### src/hdl/psd_pkg.sv
// ----------------------------------------------------------------------------
// psd_pkg
// shared widths and limits for the point to segment distance pipeline
// ----------------------------------------------------------------------------
package psd_pkg;
  localparam int DIST_BITS = 25;
  localparam int THR_BITS  = 25;
  localparam logic [DIST_BITS-1:0] DIST_MAX = {DIST_BITS{1'b1}};
endpackage

### src/hdl/psd_cell.sv
// ----------------------------------------------------------------------------
// psd_cell
// one result bit of the square root of num / den
// ----------------------------------------------------------------------------
module psd_cell import psd_pkg::*; #(
  parameter int NW  = 100,
  parameter int DNW = 50,
  parameter int DB  = 26,
  parameter int BIT = 0
) (
  input  logic                clk,
  input  logic                rst,
  input  logic                en,
  input  logic                i_valid,
  input  logic [NW-1:0]       i_rem,
  input  logic [DB+DNW-1:0]   i_q,
  input  logic [DNW-1:0]      i_den,
  input  logic [DB-1:0]       i_d,
  output logic                o_valid,
  output logic [NW-1:0]       o_rem,
  output logic [DB+DNW-1:0]   o_q,
  output logic [DNW-1:0]      o_den,
  output logic [DB-1:0]       o_d
);
  localparam int XW = NW + 4;
  localparam int QW = DB + DNW;

  logic [XW-1:0] trial;
  logic          take;

  // (d + 2^b)^2 den - d^2 den = 2^(b+1) d den + 2^(2b) den
  always_comb begin
    trial = (XW'(i_q) << (BIT + 1)) + (XW'(i_den) << (2 * BIT));
    take  = XW'(i_rem) >= trial;
  end

  always_ff @(posedge clk) begin
    if (rst) begin
      o_valid <= 1'b0;
    end else if (en) begin
      o_valid <= i_valid;
    end
  end

  always_ff @(posedge clk) begin
    if (en) begin
      o_rem <= take ? (i_rem - trial[NW-1:0]) : i_rem;
      o_q   <= take ? (i_q + (QW'(i_den) << BIT)) : i_q;
      o_den <= i_den;
      o_d   <= take ? (i_d | (DB'(1) << BIT)) : i_d;
    end
  end
endmodule

### config.mk
export PLATFORM = sky130hd
export DESIGN_NAME = psd_cell
export DESIGN_NICKNAME = d
export VERILOG_FILES = /design/src/hdl/psd_pkg.sv /design/src/hdl/psd_cell.sv
export SDC_FILE = /design/constraint.sdc
export NUM_CORES = 1
export LEC_CHECK = 0
export BUFFER_PORTS_ARGS = -buffer_cell sky130_fd_sc_hd__buf_4
export CAP_MARGIN = 20
export CORE_MARGIN = 2
export CORE_UTILIZATION = 50
export CTS_CLUSTER_DIAMETER = 150
export DETAILED_ROUTE_END_ITERATION = 12
export GPL_TIMING_DRIVEN = 0
export PLACE_DENSITY = 0.85
export SYNTH_ARGS = -nofsm -noshare
export SYNTH_HDL_FRONTEND = slang
export SYNTH_SLANG_ARGS = --single-unit
### constraint.sdc
create_clock -name clk -period 8.1 [get_ports clk]
set_input_delay 1.62 -clock clk [delete_from_list [all_inputs] [get_ports clk]]
set_output_delay 1.62 -clock clk [all_outputs]
set_load 0.03 [all_outputs]
== Word-level counts from Yosys, hierarchy flattened ==
Index checks and enable logic that the tools add are counted.
Word-level totals
  flip-flop bits (word level): 253
  bits of input ports: 256
  output and inout port bits: 253
  logic and storage cells: 12
Operators by class
  add/subtract/negate cells: 3
  $lt $le $gt $ge: 1
  muxes and demuxes: 2
Operators by type and width (number)
  greater-or-equal comparator 100 x 78 -> 1 bit: 1
  2-to-1 mux 100 bit: 1
  subtractor 100 x 78 -> 100 bit: 1
  adder 77 x 50 -> 78 bit: 1
  adder 76 x 50 -> 76 bit: 1
  2-to-1 mux 76 bit: 1

== Longest topological paths before layout ==
  depth after elaboration: 3
  gate-level depth with buffers: 29
  mapped depth without buffers: 26

== Worst setup path after synthesis ==
Ideal clock, no wire load.
  kind: in2reg
  start point: input i_q[0]
  end point: register o_rem[99], data pin
  library setup time: 0.258 ns
  arrival time: 7.500 ns
  required time: 7.842 ns
  path slack: 0.342 ns
  stages: 28
  path buffers: 2
  cells stage by stage: ha_1 inv_1 fa_1 nand2b_1 a21oi_1 o21ai_1 a31o_2 a21oi_1 a31oi_1 o211ai_1 a32oi_1 or2_2 clkbuf_1 nor2_1 xnor2_1 ha_1 buf_2 nand2_1 o21ai_0 a21oi_1 and2_1 a22o_1 a31oi_4 a311oi_2 or4_4 or3_4 a2111o_1 xnor2_1
Between the ends
  cells in the longest elaborated chain, start to end: 3
  elaborated cells between the ends (all ways): 4
  classes of those cells: add/sub (2); order compare (1); mux (1)
Ends and longest elaborated chain
  start, declared: line psd_cell.sv:16  | input logic [DB+DNW-1:0] i_q,
  adder 77 x 50 -> 78 bit (*): line psd_cell.sv:33  | trial = (XW'(i_q) << (BIT + 1)) + (XW'(i_den) << (2 * BIT));
  subtractor 100 x 78 -> 100 bit / greater-or-equal comparator 100 x 78 -> 1 bit (equally long branches): line psd_cell.sv:47, psd_cell.sv:34
  2-to-1 mux 100 bit (*): line psd_cell.sv:47  | o_rem <= take ? (i_rem - trial[NW-1:0]) : i_rem;
  end signal, assigned: line psd_cell.sv:47
  end, declared: line psd_cell.sv:20  | output logic [NW-1:0] o_rem,
Mark *: on every way between the ends. The rest lies on a longest branch, timed or not.
A chain may end at the register's enable or synchronous reset.

== Worst setup path in the final report ==
  start point: input i_q[14]
  end point: register o_rem[99], data pin
The elaborated chain is that of the path after synthesis.

==> results_dict.tcl <==
set metrics [dict create \
    status "finished, final reports clean" \
    holdCritStartpoint "o_valid" \
    clk_latency_ps 570 \
    clk_pin_slew_ps 60 \
    grt_pass1_wl_um 111000 \
    wirelength_um 72800 \
    finalCritPeriodShare_pct 97.3 \
    setup_violations 0 \
    clkSinkCount 253 \
    crit_required_ps 8450 \
    ys_types 80 \
    cpMaxStageDelayCell "or4_4" \
    vias 20700 \
    slowest_delay_ps 550 \
    via_per_inst 6.04 \
    maxCapViolations 0 \
    areaGrowthSynthToFinish_pct 27.0 \
    dp_hpwl_um 58100 \
    max_freq_mhz 127 \
    min_period_ps 7880 \
    final_cell_count_no_fill 3420 \
    total_power_uw 5630 \
    seq_area_frac_synth_pct 36.5 \
    avgSynthCellArea_sq_um 8.96 \
    drive_gt1_share_pct 21.9 \
    globalplace.congestion 1.02 \
    worst_slack_ps 219 \
    yosys_register_bits 253 \
    synth-warning-count 0 \
    tritoncts "yes" \
    finalHoldViolCount 0 \
    dr.pass1.iters 6 \
    post_drt_wl_per_cell_um 21.3 \
    start_util_pct 50.8 \
    overflow 0 \
    chipHeight_um 208 \
    fin_skew_ps 0 \
    path_max_fanout 8 \
    io_buffers 499 \
    netlist_area_sq_mm 0.0208 \
    synthArstFlopShare_pct 0 \
    grt_pass1_vias 19900 \
    die_x_um 208 \
    synthCells 2321 \
    worstSetupStartpointType "input pin" \
    endpoint_kind "flip-flop" \
    num_io_pins 509 \
    dp_slack_ps -1730 \
    drtAntennaViolNets 0 \
    die_area_sq_mm 0.0432 \
    crit_type "input pin to flip-flop" \
    clock-root-buffer "clkbuf_16" \
    hp-class "flip-flop to flip-flop" \
    timing.final.max_slew_violations 0 \
    power_leakage_uw 0.0111 \
    drc 0 \
    startpoint "i_q[14]" \
    arrival_ps 8230 \
    worst_pin_slew_ps 974 \
    htree_levels 1 \
    relSlewSlack_pct 34.4 \
    ir_worst_vdd_v 0.000172 \
    antenna_found_initial 11 \
    synth_ff_type "edfxtp_1" \
    synth_edf_count 252 \
    cts_buffers 29 \
    dpl.cell_count 3354 \
    grt_max_degree 134 \
    regToRegStartpoint "o_valid" \
    rows 74 \
    powerDensity_mw_per_mm2 213 \
    core_area_sq_mm 0.0409 \
    synth_nets 2757 \
    clockBufferDepth 3 \
    final_nets 3292 \
    drt_iter0_drc 1789 \
    grt_usage_pct 32.0 \
]
## synthesized netlist by cell type (11+ instances only)
cell type  instances  area share, %
a31oi_1           29           0.87
o21a_1            23           0.83
xor2_1           129            5.4
o31ai_1           19           0.69
nor3_1            40           0.96
o21bai_1          35            1.3
nor2b_1           20           0.60
or3_1             20           0.60
o21ai_0          222            5.3
and3_1            21           0.63
edfxtp_1         252             36
clkbuf_1          84            1.5
nand2_1          285            5.1
nor2_1           124            2.2
a21oi_1          220            5.3
buf_2             20           0.48
o21ai_1           11           0.26
nand2b_1          22           0.66
nand3_1           50            1.2
o211ai_1          13           0.47
and2_1            13           0.39
inv_1             53           0.96
ha_1             177             11
xnor2_1          111            4.7
a21o_1           108            3.9
nand4_1           65            2.0
a211oi_1          26           0.94
## power breakdown
group	leakage (uW)	internal, uW	switching, uW
clock network	0.000444	724	576
logic	0.00816	926	1590
registers	0.00248	1730	73.3
total	0.0111	3380	2240
## cell families after synthesis
| family | Yosys count | share of synthesized area [%] |
|---|---|---|
| muxes | 7 | 0.373 |
| AOI/OAI and AO/OA | 781 | 23.2 |
| xor gates and xnor gates | 240 | 10.1 |
| DFF | 253 | 36.5 |
| and+or+nand+nor | 697 | 15.8 |
| buffers and inverters | 163 | 3.06 |
| adders and majority gates | 180 | 10.9 |
## cells in the final DEF (no fill, tap or decap), types with 5 or more instances in the layout
cell	Yosys	routed
buf_4	0	506
nand2_1	285	285
edfxtp_1	252	252
o21ai_0	222	218
a21oi_1	220	214
ha_1	177	176
xor2_1	129	129
nor2_1	124	124
xnor2_1	111	111
a21o_1	108	108
clkbuf_1	84	81
nand4_1	65	65
inv_1	53	53
nand3_1	50	50
nor3_1	40	40
o21bai_1	35	35
clkbuf_16	0	29
a31oi_1	29	27
a211oi_1	26	25
o21a_1	23	23
nand2b_1	22	22
buf_2	20	22
and3_1	21	21
nor2b_1	20	20
or3_1	20	20
o31ai_1	19	19
o211ai_1	13	13
and2_1	13	13
o21ai_1	11	12
diode_2	0	9
a2111oi_0	8	8
nor4_1	10	7
a211o_1	6	6
or2_2	7	6
a21boi_0	6	6
mux2_2	6	6
a221oi_1	5	5
clkinv_4	0	5
clkinv_1	0	5
## final cells by class
type / count / area [sq um]
antenna: 9 / 22.5
buffer: 106 / 437
clock buffer: 33 / 741
clock inverter: 21 / 183
fill: 3353 / 14500
inverter: 53 / 199
multi-input combinational: 1905 / 12700
sequential: 253 / 7590
tap: 532 / 666
timing repair buffer: 508 / 3850
## sequential cells by signal, summed over array words and instances, names as in the netlist
| signal | count |
|---|---|
| o_rem | 100 |
| o_d | 26 |
| o_valid | 1 |
| o_den | 50 |
| o_q | 76 |
## metal layers
metal  track usage, %  wire length (um)  up-vias
met4             12.9              3010        6
met5                0                41        -
met3             4.94              5870      174
li1                 -                 -     9719
met2             54.2             34800      992
met1             41.1             29100     9778
## critical path, delay by kind of cell
family / cells / cell delay, ps
compound gates: 11 / 2540
xor+xnor: 2 / 320
fa+ha+maj: 2 / 580
buf+inv: 4 / 840
simple gates: 9 / 2330
## repair_timing
item	CTS	global route
setup endpoints to repair	177	169
hold buffers	0	0
resized for setup	21	19
pin swaps	3	9
buffers inserted	2	5
## final timing paths
check         endpoint  slack [ps]  cells after the start
max          o_rem[99]         220                     28
min            o_valid         510                      2
max reg2reg    o_valid        7510                      2
min reg2reg    o_valid         510                      2
## stage by stage
| stage | utilization, % | instance area (sq um) | hold slack (ps) | setup TNS, ps |
|---|---|---|---|---|
| 2_1_floorplan | - | 20800 | 630 | 0 |
| 3_3_place_gp | 61.6 | 25200 | 477 | -240670 |
| 3_5_place_dp | 61.7 | 25300 | 494 | -228060 |
| 4_1_cts | 64.2 | 26300 | 508 | 0 |
| 5_1_grt | 64.5 | 26400 | 549 | -25.9 |
| 6_report | 64.5 | 26400 | 510 | 0 |
No activity file was read; power rests on OpenSTA's default activity.
